### src/hw/rtl/tcpu_pkg.sv
// Package for the 16-bit core: modes, opcodes, ALU ops, error codes, command and status types.
// No dependencies.
`default_nettype none
package tcpu_pkg;
   localparam logic [1:0] MODE_LOAD = 2'd0;
   localparam logic [1:0] MODE_EXEC = 2'd1;
   localparam logic [1:0] MODE_READ = 2'd2;
   localparam logic [1:0] MODE_NONE = 2'd3;

   localparam logic [3:0] OP_MOV = 4'd0;
   localparam logic [3:0] OP_LDV = 4'd1;
   localparam logic [3:0] OP_LDA = 4'd2;
   localparam logic [3:0] OP_LDM = 4'd3;
   localparam logic [3:0] OP_LDR = 4'd4;
   localparam logic [3:0] OP_LDP = 4'd5;
   localparam logic [3:0] OP_ATH = 4'd6;
   localparam logic [3:0] OP_CAL = 4'd7;
   localparam logic [3:0] OP_RET = 4'd8;
   localparam logic [3:0] OP_JLT = 4'd9;
   localparam logic [3:0] OP_PSH = 4'd10;
   localparam logic [3:0] OP_POP = 4'd11;
   localparam logic [3:0] OP_SYS = 4'd12;
   localparam logic [3:0] OP_HLT = 4'd13;
   localparam logic [3:0] OP_JMP = 4'd14;
   localparam logic [3:0] OP_JMR = 4'd15;

   localparam logic [3:0] ALU_ADD = 4'd0;
   localparam logic [3:0] ALU_SUB = 4'd1;
   localparam logic [3:0] ALU_MUL = 4'd2;
   localparam logic [3:0] ALU_DIV = 4'd3;
   localparam logic [3:0] ALU_LSH = 4'd4;
   localparam logic [3:0] ALU_RSH = 4'd5;
   localparam logic [3:0] ALU_AND = 4'd6;
   localparam logic [3:0] ALU_OR  = 4'd7;
   localparam logic [3:0] ALU_XOR = 4'd8;
   localparam logic [3:0] ALU_NOT = 4'd9;
   localparam logic [3:0] ALU_INC = 4'd10;
   localparam logic [3:0] ALU_DEC = 4'd11;

   localparam logic [1:0] ERR_NONE  = 2'd0;
   localparam logic [1:0] ERR_ALU   = 2'd1;
   localparam logic [1:0] ERR_OVER  = 2'd2;
   localparam logic [1:0] ERR_UNDER = 2'd3;

   // controller -> datapath
   typedef struct packed {
      logic mem_rd_req;    // read memory at req address
      logic mem_wr_req;    // write req data at req address
      logic fetch;         // read memory at pc
      logic decode;        // latch instruction, read operands
      logic opnd_read;     // read memory at operand address (LDA/LDR)
      logic execute;       // perform non-divide effects
      logic div_start;
      logic div_step;
      logic div_finish;    // write divide result
      logic finish;        // latch read word for output
   } cmd_type;

   // datapath -> controller
   typedef struct packed {
      logic need_opnd;     // instruction reads data memory
      logic is_div;        // ALU divide (with nonzero divisor)
      logic div_done;
      logic halted;
   } stat_type;
endpackage
`default_nettype wire

### src/hw/rtl/tcpu_ctrl.sv
// Controller state machine of the 16-bit core.
// Uses tcpu_pkg.
`default_nettype none
module tcpu_ctrl (
   input  wire logic              clock,
   input  wire logic              reset,
   input  wire logic              req_valid,
   output logic                   req_ready,
   input  wire logic [1:0]        req_mode,
   output logic                   rsp_valid,
   input  wire logic              rsp_ready,
   output tcpu_pkg::cmd_type      cmd,
   input  tcpu_pkg::stat_type     stat
);
   typedef enum logic [8:0] {
      ST_IDLE   = 9'b000000001,
      ST_MEM    = 9'b000000010,
      ST_FETCH  = 9'b000000100,
      ST_DECODE = 9'b000001000,
      ST_OPND   = 9'b000010000,
      ST_EXEC   = 9'b000100000,
      ST_DIV    = 9'b001000000,
      ST_FIN    = 9'b010000000,
      ST_OUT    = 9'b100000000
   } state_type;

   state_type state_ff, state_in;
   logic      accept;

   assign accept    = req_valid && req_ready;
   assign req_ready = (state_ff == ST_IDLE);
   assign rsp_valid = (state_ff == ST_OUT);

   always_comb begin
      state_in = state_ff;
      cmd = '0;
      case (state_ff)
         ST_IDLE: begin
            if (accept) begin
               if (req_mode == tcpu_pkg::MODE_EXEC && !stat.halted) begin
                  state_in = ST_FETCH;
                  cmd.fetch = 1'b1;
               end else begin
                  state_in = ST_MEM;
                  cmd.mem_rd_req = (req_mode == tcpu_pkg::MODE_READ);
                  cmd.mem_wr_req = (req_mode == tcpu_pkg::MODE_LOAD);
               end
            end
         end
         ST_MEM: begin
            state_in = ST_FIN;
         end
         ST_FETCH: begin
            cmd.decode = 1'b1;
            state_in = ST_DECODE;
         end
         ST_DECODE: begin
            if (stat.need_opnd) begin
               cmd.opnd_read = 1'b1;
               state_in = ST_OPND;
            end else if (stat.is_div) begin
               cmd.div_start = 1'b1;
               state_in = ST_DIV;
            end else begin
               cmd.execute = 1'b1;
               state_in = ST_FIN;
            end
         end
         ST_OPND: begin
            state_in = ST_EXEC;
         end
         ST_EXEC: begin
            cmd.execute = 1'b1;
            state_in = ST_FIN;
         end
         ST_DIV: begin
            if (stat.div_done) begin
               cmd.div_finish = 1'b1;
               state_in = ST_FIN;
            end else begin
               cmd.div_step = 1'b1;
            end
         end
         ST_FIN: begin
            cmd.finish = 1'b1;
            state_in = ST_OUT;
         end
         ST_OUT: begin
            if (rsp_ready) state_in = ST_IDLE;
         end
         default: state_in = ST_IDLE;
      endcase
   end

   always_ff @(posedge clock) begin
      if (reset) state_ff <= ST_IDLE;
      else       state_ff <= state_in;
   end
endmodule
`default_nettype wire

### config.mk
export PLATFORM = sky130hd
export DESIGN_NAME = tcpu_ctrl
export DESIGN_NICKNAME = d
export VERILOG_FILES = /design/src/hw/rtl/tcpu_pkg.sv /design/src/hw/rtl/tcpu_ctrl.sv
export SDC_FILE = /design/constraint.sdc
export NUM_CORES = 1
export LEC_CHECK = 0
export ABC_AREA = 1
export ABC_CLOCK_PERIOD_IN_PS = 2500
export BUFFER_PORTS_ARGS = -buffer_cell sky130_fd_sc_hd__buf_2
export CORE_UTILIZATION = 50
export CTS_CLUSTER_SIZE = 8
export DETAILED_ROUTE_END_ITERATION = 8
export GPL_TIMING_DRIVEN = 0
export HOLD_SLACK_MARGIN = 0.1
export PLACE_DENSITY = 0.83
export SKIP_CTS_REPAIR_TIMING = 1
export SYNTH_ARGS = -nofsm -noshare
export SYNTH_HDL_FRONTEND = slang
export SYNTH_SLANG_ARGS = --single-unit
### constraint.sdc
create_clock -name clock -period 2.5 [get_ports clock]
set_clock_uncertainty 0.05 [all_clocks]
set_input_delay 0.125 -clock clock [delete_from_list [all_inputs] [get_ports clock]]
set_output_delay 0.125 -clock clock [all_outputs]
set_load 0.05 [all_outputs]
======== After elaboration in Yosys (flattened, before gate mapping) ========
Cells that the tools add are included.
word-level totals
  bits in registers ....................... 9
  input port bits ......................... 10
  output and inout bits ................... 12
  word-level logic and storage cells ...... 44
cells by class
  eq/ne operators ......................... 14
  mux-type cells .......................... 23
  reduce and logical (&&, ||, !) cells .... 6
operators with widths
  kind                                                                   count
  9-bit one-hot mux with 8 select lines                                  1
  9-bit 2-to-1 mux                                                       4
  1-bit 2-to-1 mux                                                       10
  9-bit by 1-bit equality test with 1-bit output, second input constant  1
  9-bit by 2-bit equality test with 1-bit output, second input constant  1
  9-bit by 3-bit equality test with 1-bit output, second input constant  1
  9-bit by 4-bit equality test with 1-bit output, second input constant  1
  9-bit by 5-bit equality test with 1-bit output, second input constant  1
  9-bit by 6-bit equality test with 1-bit output, second input constant  1
  9-bit by 7-bit equality test with 1-bit output, second input constant  1
  9-bit by 8-bit equality test with 1-bit output, second input constant  1
  9-bit equality test, second input constant                             1
  3-bit 2-to-1 mux                                                       3
  8-bit 2-to-1 mux                                                       1
  2-bit 2-to-1 mux                                                       3
  2-bit by 1-bit != test with 1-bit output, second input constant        2
  3-bit AND reduction                                                    1
  2-bit by 1-bit equality test with 1-bit output, second input constant  1
  2-bit equality test, second input constant                             1
  1-bit logical AND                                                      2
  2-bit zero test                                                        1
  2-bit != test, second input constant                                   1
  1-bit one-hot mux with 2 select lines                                  1
  2-bit OR reduction                                                     1
  1-bit zero test                                                        1

======== Longest topological paths before layout ========
Gate-level depths: netlist of run 1.
  depth after elaboration ................. 5
  depth in mapped cells ................... 8
  depth with buffers taken out ............ 8

======== Worst setup path after synthesis of run 1 ========
No wires, ideal clock.
  path kind ............................... register to output
  from .................................... reg state_ff[2]
  to ...................................... out rsp_valid
  data arrival time ....................... 2018 ps
  data required time ...................... 2325 ps
  setup slack ............................. 307 ps
  stages on the path, launching flop included .. 4
  buffers on the path ..................... 0
  cell sequence ........................... dfxtp_1 > nor2_2 > nand2_1 > nor4_1
between the ends
  cells in the longest elaborated chain, start to end .. 1
RTL lines
  item                      RTL line         RTL
  start: declaration        tcpu_ctrl.sv:27  state_type state_ff, state_in;
  start signal: assignment  tcpu_ctrl.sv:97  else state_ff <= state_in;
  9-bit equality test       tcpu_ctrl.sv:32  assign rsp_valid = (state_ff == ST_OUT);
  end: declaration          tcpu_ctrl.sv:10  output logic rsp_valid,
No other way between the ends.

==> metrics.txt, run 1 <==
# H-tree levels=1; Die ar.=1490 um^2; top post-synthesis cells by area=dfxtp_1 27%, inv_1 12%, nand2_1 9.6%; endpoints failing setup=0; CP Launch Type=flop; clk buf depth=2; PwrDens=904 nW/um^2; die height=38.6 um; row cnt=12; register area share after synthesis=27.0%; vias in the first global route=595; DP HPWL=1160 um; core box area=1170 um^2; grt total ovfl=0; Die W=38.6 um; port bufs=21; #FFs+latches synth=9; max-cap violation count=0; Max-Slew Margin vs Limit=80.2%; worst hold slack=90.9 ps; top flop regs=state_ff x9; Initial Util=57.1%; post-synthesis cell count=104; Routed WL=1400 um; Syn Std Cell Area=668 um^2; Critical-path top delay cell=dfxtp_1; Clock Latency Late Sink=260 ps; layout cells sized above 1=40.0%; Post-DRT Antenna Nets=0; complex-gate fraction of the synthesized area=2.06%; Finished Layout Cells=144; Crit path arrival time=1610 ps; multiplexer area fraction after synthesis=0%; RSZ-0062 raised after global routing=false; Routability Congestion=0.797; I/O Pins=22; Max FO, Critical Path=4; Via density=4.69; Num Clock Sinks=9; first drt pass iteration count=4; main combinational cell family by area after synthesis=simple AND/OR/NAND/NOR gates; drt drc=0; final slew viol count=0; Final min period=1780 ps; Largest register FFs=9; Simple-Gate Fraction of Synth Area=56.4%; multi-input logic area=390 um^2; nature of the critical path endpoint=output pin; routed vias=675; largest net degree at the start of global routing=8; Final Hold Fails=0; most used cell, CP=nor2_2; VDD IR-drop max=0.586 mV; Ant. Diodes=0; fmax=0.562 GHz; sequential cell area=180 um^2; Clock Pin Slew Worst Setup and Hold Paths=60 ps; Total GRT Usage=24.2%; share of the synthesized area in the top cell type=27.0%; CP cell instances=nor2_2, nand2_2, nor2_2, nand2_2, nor2_2, nand2_1, nor2_1, buf_2; Mapped Nets=114; first-pass GRT wire length=2350 um; Nets=141; initial DRC count=16; leading area contributor after synthesis=dfxtp_1; Worst EP required=2330 ps; Syn Area/Cell=6.42 um^2; Ys Warns=0; Cell variety after synth=19; TritonCTS clock tree=done; Area Growth Syn to Fin=23.8%; crit-path max cell delay=340 ps; Tcrit/Tclk final=71.2%; drt wl/cell=9.71 um; leak pwr=0.476 nW; FILL cells=103; TritonCTS Buffers=3; final setup TNS=0 ps; status=completed; DP Cell Count=139; WS Path Type=reg -> out; clock root cell=clkbuf_4; initial antenna violation count=0; largest reg by FF count=state_ff; adder and majority gate portion of the synthesized area=0%; Worst Hold Class=in -> reg; slew at the pin closest to its max-slew limit=296 ps; Post-Synth XOR/XNOR Area=0%
-- final timing paths --
| check | end | cells past startpoint | slack [ps] | start |
|---|---|---|---|---|
| min | state_ff[2] | 4 | 90 | stat[0] |
| max reg2reg | state_ff[4] | 8 | 1170 | state_ff[7] |
| min reg2reg | state_ff[6] | 4 | 570 | state_ff[6] |
| max | cmd[9] | 8 | 720 | state_ff[7] |
-- synth_stat cells --
cell / instances
inv_1: 21
nand2_1: 17
nor2_1: 15
nor2_2: 10
dfxtp_1: 9
nor3_1: 6
inv_2: 5
nand3_1: 4
nand3_2: 4
nand2_2: 3
nor3_2: 2
a21oi_1: 1
a21oi_2: 1
nand3_4: 1
nand3b_1: 1
nand3b_2: 1
nand4_1: 1
nor3_4: 1
nor4_1: 1
-- cell usage in the layout (no fill, tap or decap), types with 3 or more instances in the layout --
cell type / count
inv_2: 5
nand2_1: 17
clkbuf_4: 3
nand3_1: 4
inv_1: 21
nor3_1: 6
buf_2: 21
nand2_2: 3
nand3_2: 4
dfxtp_1: 9
nor2_2: 10
nor2_1: 15
-- cell families after synthesis --
family          count (synthesis)
flops                           9
compound gates                  2
buf+inv                        26
simple gates                   67
-- through the flow --
step | cell area, um^2 | setup slack (ps) | power [mW] | util, %
after floorplan | 668 | 307 | 0.558 | -
after global placement | 791 | 1020 | 0.626 | 67.5
after detailed placement | 791 | 1000 | 0.636 | 67.5
after CTS | 817 | 705 | 0.751 | 69.8
after global routing | 827 | 615 | 0.802 | 70.6
final | 827 | 719 | 0.748 | 70.6
-- layer usage --
| layer | share of wire (%) | track usage, % | routed length, um | up-vias |
|---|---|---|---|---|
| met4 | 3.4 | 18.1 | 47 | 0 |
| met2 | 46 | 38.8 | 642 | 25 |
| met1 | 46 | 28.8 | 643 | 280 |
| li1 | - | - | - | 365 |
| met3 | 4.6 | 3.49 | 65 | 5 |
| met5 | 0 | 0 | 0 | - |
-- layout make-up --
type                       instances  area share (%)
clock buffer                       4            3.18
inverter                          26            11.8
multi-input combinational         69            47.2
sequential                         9            21.8
tap                               14            2.12
timing repair buffer              22            13.9
-- worst max-delay path: cells and delay by family, from the launching register on --
kind	cells	cell delay (ps)
flops	1	340
buf+inv	1	260
simple gates	7	740
-- report_power, final --
part / leakage, nW / total, mW / switching (mW) / internal, mW
logic: 0.387 / 0.433 / 0.299 / 0.134
clock network: 0.0150 / 0.111 / 0.0497 / 0.0614
registers: 0.0733 / 0.204 / 0.0337 / 0.170
total: 0.476 / 0.748 / 0.382 / 0.366
No activity file was read; power rests on OpenSTA's default activity.
==> inputs of run 2 (changes only) <==
--- a/config.mk
+++ b/config.mk
@@ -5,15 +5,15 @@
 export SDC_FILE = /design/constraint.sdc
 export NUM_CORES = 1
 export LEC_CHECK = 0
-export ABC_AREA = 1
-export ABC_CLOCK_PERIOD_IN_PS = 2500
+export ABC_AREA = 0
+export ABC_CLOCK_PERIOD_IN_PS = 1600
 export BUFFER_PORTS_ARGS = -buffer_cell sky130_fd_sc_hd__buf_2
-export CORE_UTILIZATION = 50
+export CORE_UTILIZATION = 44
 export CTS_CLUSTER_SIZE = 8
 export DETAILED_ROUTE_END_ITERATION = 8
 export GPL_TIMING_DRIVEN = 0
 export HOLD_SLACK_MARGIN = 0.1
-export PLACE_DENSITY = 0.83
+export PLACE_DENSITY = 0.77
 export SKIP_CTS_REPAIR_TIMING = 1
 export SYNTH_ARGS = -nofsm -noshare
 export SYNTH_HDL_FRONTEND = slang
==> constraint.sdc (replaced) <==
create_clock -name clock -period 1.6 [get_ports clock]
set_clock_uncertainty 0.05 [all_clocks]
set_input_delay 0.08 -clock clock [delete_from_list [all_inputs] [get_ports clock]]
set_output_delay 0.08 -clock clock [all_outputs]
set_load 0.05 [all_outputs]
==> run 2 against run 1 <==
  * Non-clock buffer count up 24
  * Register-to-register slack worse by 1300 ps
  * Flip-flop and latch count did not move
  * Critical path type unchanged
  * The flow now finishes with violations (setup timing)
  * Combinational power decreased by 39%
  * First-iteration DRC count down 31%
  * Synthesized cell count is 27% lower
==> metrics.txt, run 2 <==
vias in the first global route=622; Post-DRT Antenna Nets=0; commonest non-fill, non-tap cells in the layout=19 x buf_4, 10 x buf_6, 9 x buf_2; core box area=1490 um^2; nature of the critical path endpoint=output pin; final core occ=80.5%; routed vias=802; DP HPWL=1210 um; VDD IR-drop max=0.608 mV; Syn Area/Cell=9.22 um^2; Die W=41.9 um; clock root cell=clkbuf_4; total power=0.682 mW; status=finished, violations left; top flop regs=state_ff x9; endpoints failing setup=18; share of flip-flops with an asynchronous set or reset after synthesis=0%; failing checks=setup timing; Largest register FFs=9; Final min period=2140 ps; layout cells sized above 1=65.3%; leak pwr=0.552 nW; WS Path Type=reg -> out; first drt pass iteration count=4; Via density=5.85; Max FO, Critical Path=5; Critical-path top delay cell=or3_4; CP cell instances=buf_6, or3_4, nor4_4, nand2_4, nor3_4, buf_6; Ys Warns=0; Syn Std Cell Area=701 um^2; Die ar.=1760 um^2; Cell variety after synth=39; Hold Crit Depth=3; worst hold slack=120 ps; Num Clock Sinks=9; Routed WL=2490 um; Worst Reg2Reg Path Length in Cells=8; Place WS=-302 ps; CP Launch Type=flop; Worst R2R Start=state_ff[4]; clk buf depth=2; EDFF count, synth=0; Mapped Nets=86; post-synthesis cell count=76; first-pass GRT wire length=2850 um; Worst EP required=1470 ps; share of the synthesized area in the top cell type=25.7%; fin area=1200 um^2; placed inst area=866 um^2; final setup TNS=-4780 ps; #FFs+latches synth=9; TritonCTS clock tree=done; leading area contributor after synthesis=dfxtp_1; largest net degree at the start of global routing=11; TritonCTS Buffers=3; Crit path arrival time=2010 ps; Worst Hold Class=in -> reg; crit-path max cell delay=380 ps; drt drc=0; fmax=0.468 GHz; commonest non-fill, non-tap cell in the layout=buf_4; Total GRT Usage=20.9%; die height=41.9 um; Worst Hold Endpoint=state_ff[0]; register area share after synthesis=25.7%; top_reg_cell synth=dfxtp_1; Tcrit/Tclk final=133%; Ant. Diodes=0; Final WS setup=-535 ps; drt wl/cell=18.2 um; # H-tree levels=1; final slew viol count=0; top cells by count, synth=9 x dfxtp_1, 7 x nor2_1, 4 x nor3_1, 4 x or3_4; slew at the pin closest to its max-slew limit=402 ps; Clock Latency Late Sink=260 ps; Initial Util=47.1%; Reg2Reg Setup Slack=-180 ps; I/O Pins=22; min-delay src=req_valid; Finished Layout Cells=137; max-cap violation count=0; grt total ovfl=0; top post-synthesis cells by area=dfxtp_1 26%, or3_4 6.4%, nor3_2 4.3%; most common cell in the netlist=dfxtp_1; Nets=132; port bufs=20; initial DRC count=11; initial antenna violation count=0; largest reg by FF count=state_ff; Max-Slew Margin vs Limit=73.2%; Routability Congestion=0.761; Clock Pin Slew Worst Setup and Hold Paths=70 ps; DP Cell Count=112; row cnt=14; worst r2r dst=state_ff[6]; RSZ-0062 raised after global routing=true; most used cell, CP=buf_6; PwrDens=569 nW/um^2; Final Hold Fails=0; Area Growth Syn to Fin=71.1%
-- run 2: changes by cell type in the layout (fill, tap and decap cells not counted), sizes merged, moves of 6 or more --
cell and change:
buf +20, inv -23, nand2 -17, nand3 -8, nor2 -18, nor3b +6
-- run 2: kinds of logic (layout without fill, tap and decap cells) --
kind of cell	count (synthesis)	after routing	synth area share (%)
simple gates	43	43	47.5
compound gates	14	14	16.3
flops	9	9	25.7
buf+inv	8	53	8.04
xor+xnor	2	2	2.50
-- run 2: metal layers --
metal  share of wire (%)  up-vias  track usage [%]
met5                   0        -                0
met4                 1.8        0             7.74
met3                 3.0        6             4.35
met2                  53       28             32.8
met1                  42      394             28.3
li1                    -      374                -
-- run 2: how the worst max path moves through the flow --
stage,slack (ps),depth (start not counted),end,start
detailed placement,-300,5,cmd[9],state_ff[7]
global route,-600,6,cmd[8],state_ff[4]
global placement,-290,5,cmd[9],state_ff[7]
CTS,-600,5,cmd[9],state_ff[7]
floorplan,-800,5,cmd[9],state_ff[4]
finish,-540,6,cmd[8],state_ff[4]
-- run 2: layout make-up --
class                   count  area, um^2
clock buffers               4        26.3
plain buffers               4        40.0
multi-input cells          59         554
fillers                    84         290
inverters                   3        11.3
repair buffers             42         353
flip-flops and latches      9         194
well taps                  16        20.0
-- run 2: worst max-delay path: cells and delay by family, from the launching register on --
kind	cells	cell delay [ps]
flip-flops	1	320
AND/OR/NAND/NOR	4	1120
buffers and inverters	2	300
-- run 2: power by group --
part | internal, mW | switching [mW]
logic | 0.123 | 0.139
registers | 0.229 | 0.00667
clock network | 0.0963 | 0.0877
total | 0.448 | 0.233
==> inputs of run 3 (changes only) <==
==> constraint.sdc (replaced) <==
create_clock -name clock -period 1.6 [get_ports clock]
set_clock_uncertainty 0.05 [all_clocks]
set_input_delay 0.08 -clock clock [delete_from_list [all_inputs] [get_ports clock]]
set_output_delay 0.08 -clock clock [all_outputs]
set_load 0.005 [all_outputs]
==> run 3 against run 2 <==
  * The run still ends with setup timing left
  * Register-to-register slack is essentially flat
  * Clock-buffer cell count is the same
  * Final cell count shrank 7.3%
  * Largest cell class unchanged
  * Highest routed layer unchanged
==> metrics.txt, run 3 (same netlist as run 2, synthesis figures left out) <==
Worst Hold Class=in -> reg; Routability Congestion=0.834; worst r2r dst=state_ff[8]; Post-DRT Antenna Nets=0; DP Cell Count=112; CP startpoint=state_ff[5]; Reg2Reg Setup Slack=-180 ps; drt wl/cell=14.5 um; Crit path arrival time=1830 ps; met2 GRT Util=29.7%; Clock Latency Late Sink=270 ps; met3 Use GR=3.91%; CP bufs+invs=1; Worst Reg2Reg Path Length in Cells=5; largest reg by FF count=state_ff; Die ar.=1760 um^2; crit-path max cell delay=410 ps; routed vias=730; Max-Slew Margin vs Limit=73.1%; worst hold slack=80.8 ps; TritonCTS Buffers=3; commonest non-fill, non-tap cell in the layout=buf_2; Num Clock Sinks=9; final setup TNS=-2850 ps; GRT busiest layer=met2; leak pwr=0.472 nW; port bufs=20; Initial Util=47.1%; Max FO, Critical Path=4; largest net degree at the start of global routing=11; vias in the first global route=573; Die W=41.9 um; Final WS setup=-365 ps; final core occ=67.3%; Total GRT Usage=18.9%; nature of the critical path endpoint=output pin; Final min period=1960 ps; Crit path max-delay family=simple AND/OR/NAND/NOR gates; clk buf depth=2; Critical-path top delay cell=or3_4; Largest register FFs=9; grt total ovfl=0; Area Growth Syn to Fin=43.0%; clock root cell=clkbuf_4; die height=41.9 um; CP Launch Type=flop; fin area=1000 um^2; fmax=0.509 GHz; Crit. path cell count=5; Worst EP required=1470 ps; DP HPWL=1140 um; PwrDens=591 nW/um^2; # H-tree levels=1; final slew viol count=0; layout cells sized above 1=55.0%; CP cell instances=or3_4, nor4_4, nand2_2, nor3b_2, buf_2; WS Path Type=reg -> out; core box area=1490 um^2; Tcrit/Tclk final=123%; initial antenna violation count=0; FILL cells=111; status=finished, violations left; Routed WL=1840 um; endpoints failing setup=15; Clock Pin Slew Worst Setup and Hold Paths=70 ps; VDD IR-drop max=0.443 mV; Ant. Diodes=0; Via density=5.75; Nets=122; commonest non-fill, non-tap cells in the layout=20 x buf_2, 8 x buf_4, 6 x nor2_1; placed inst area=821 um^2; Worst R2R Start=state_ff[2]; I/O Pins=22; row cnt=14; failing checks=setup timing; RSZ-0062 raised after global routing=true; first drt pass iteration count=4; first-pass GRT wire length=2480 um; Finished Layout Cells=127; GR Util met1=24.2%; initial DRC count=16; Final Hold Fails=0; Worst Setup EP=cmd[9]; max-cap violation count=0; top flop regs=state_ff x9; drt drc=0; TritonCTS clock tree=done; slew at the pin closest to its max-slew limit=403 ps
[run 3: worst min-delay path by stage]
stage,endpoint,cells past startpoint,startpoint
2_1_floorplan,cmd[9],1,req_mode[0]
3_3_place_gp,state_ff[4],3,stat[3]
3_5_place_dp,state_ff[4],3,stat[3]
4_1_cts,state_ff[4],3,stat[3]
5_1_grt,state_ff[2],3,req_mode[1]
6_report,state_ff[2],3,req_mode[1]
[run 3: layer usage]
metal,vias up,part of all wire [%]
met1,347,42
met5,-,0
met2,25,50
met4,0,2.7
met3,5,5.3
li1,353,-
[run 3: report_power, final]
part           switching (mW)  leakage, nW  internal (mW)
sequential            0.00769       0.0773          0.227
combinational          0.0843        0.380         0.0910
clock                  0.0866       0.0150         0.0964
[run 3: metrics by stage]
stage	power (mW)	setup slack [ps]
final	0.592	-365
after detailed placement	0.385	-141
after CTS	0.571	-446
after floorplan	0.346	16.9
after global placement	0.383	-128
after global routing	0.627	-458
[run 3: final cells by class]
class | count | area, um^2 | share of cell area, %
repair buffers | 33 | 213 | 21.2
inverters | 3 | 11.3 | 1.12
clock buffers | 4 | 26.3 | 2.62
plain buffers | 3 | 28.8 | 2.87
flip-flops and latches | 9 | 196 | 19.6
well taps | 16 | 20.0 | 2.00
multi-input cells | 59 | 507 | 50.6
[run 3: worst register-to-register path: stages (launching register included)]
cell	delay, ps
dfxtp_2	370
or3_4	420
or3_4	410
nor3b_4	220
buf_4	130
o21ba_1	110
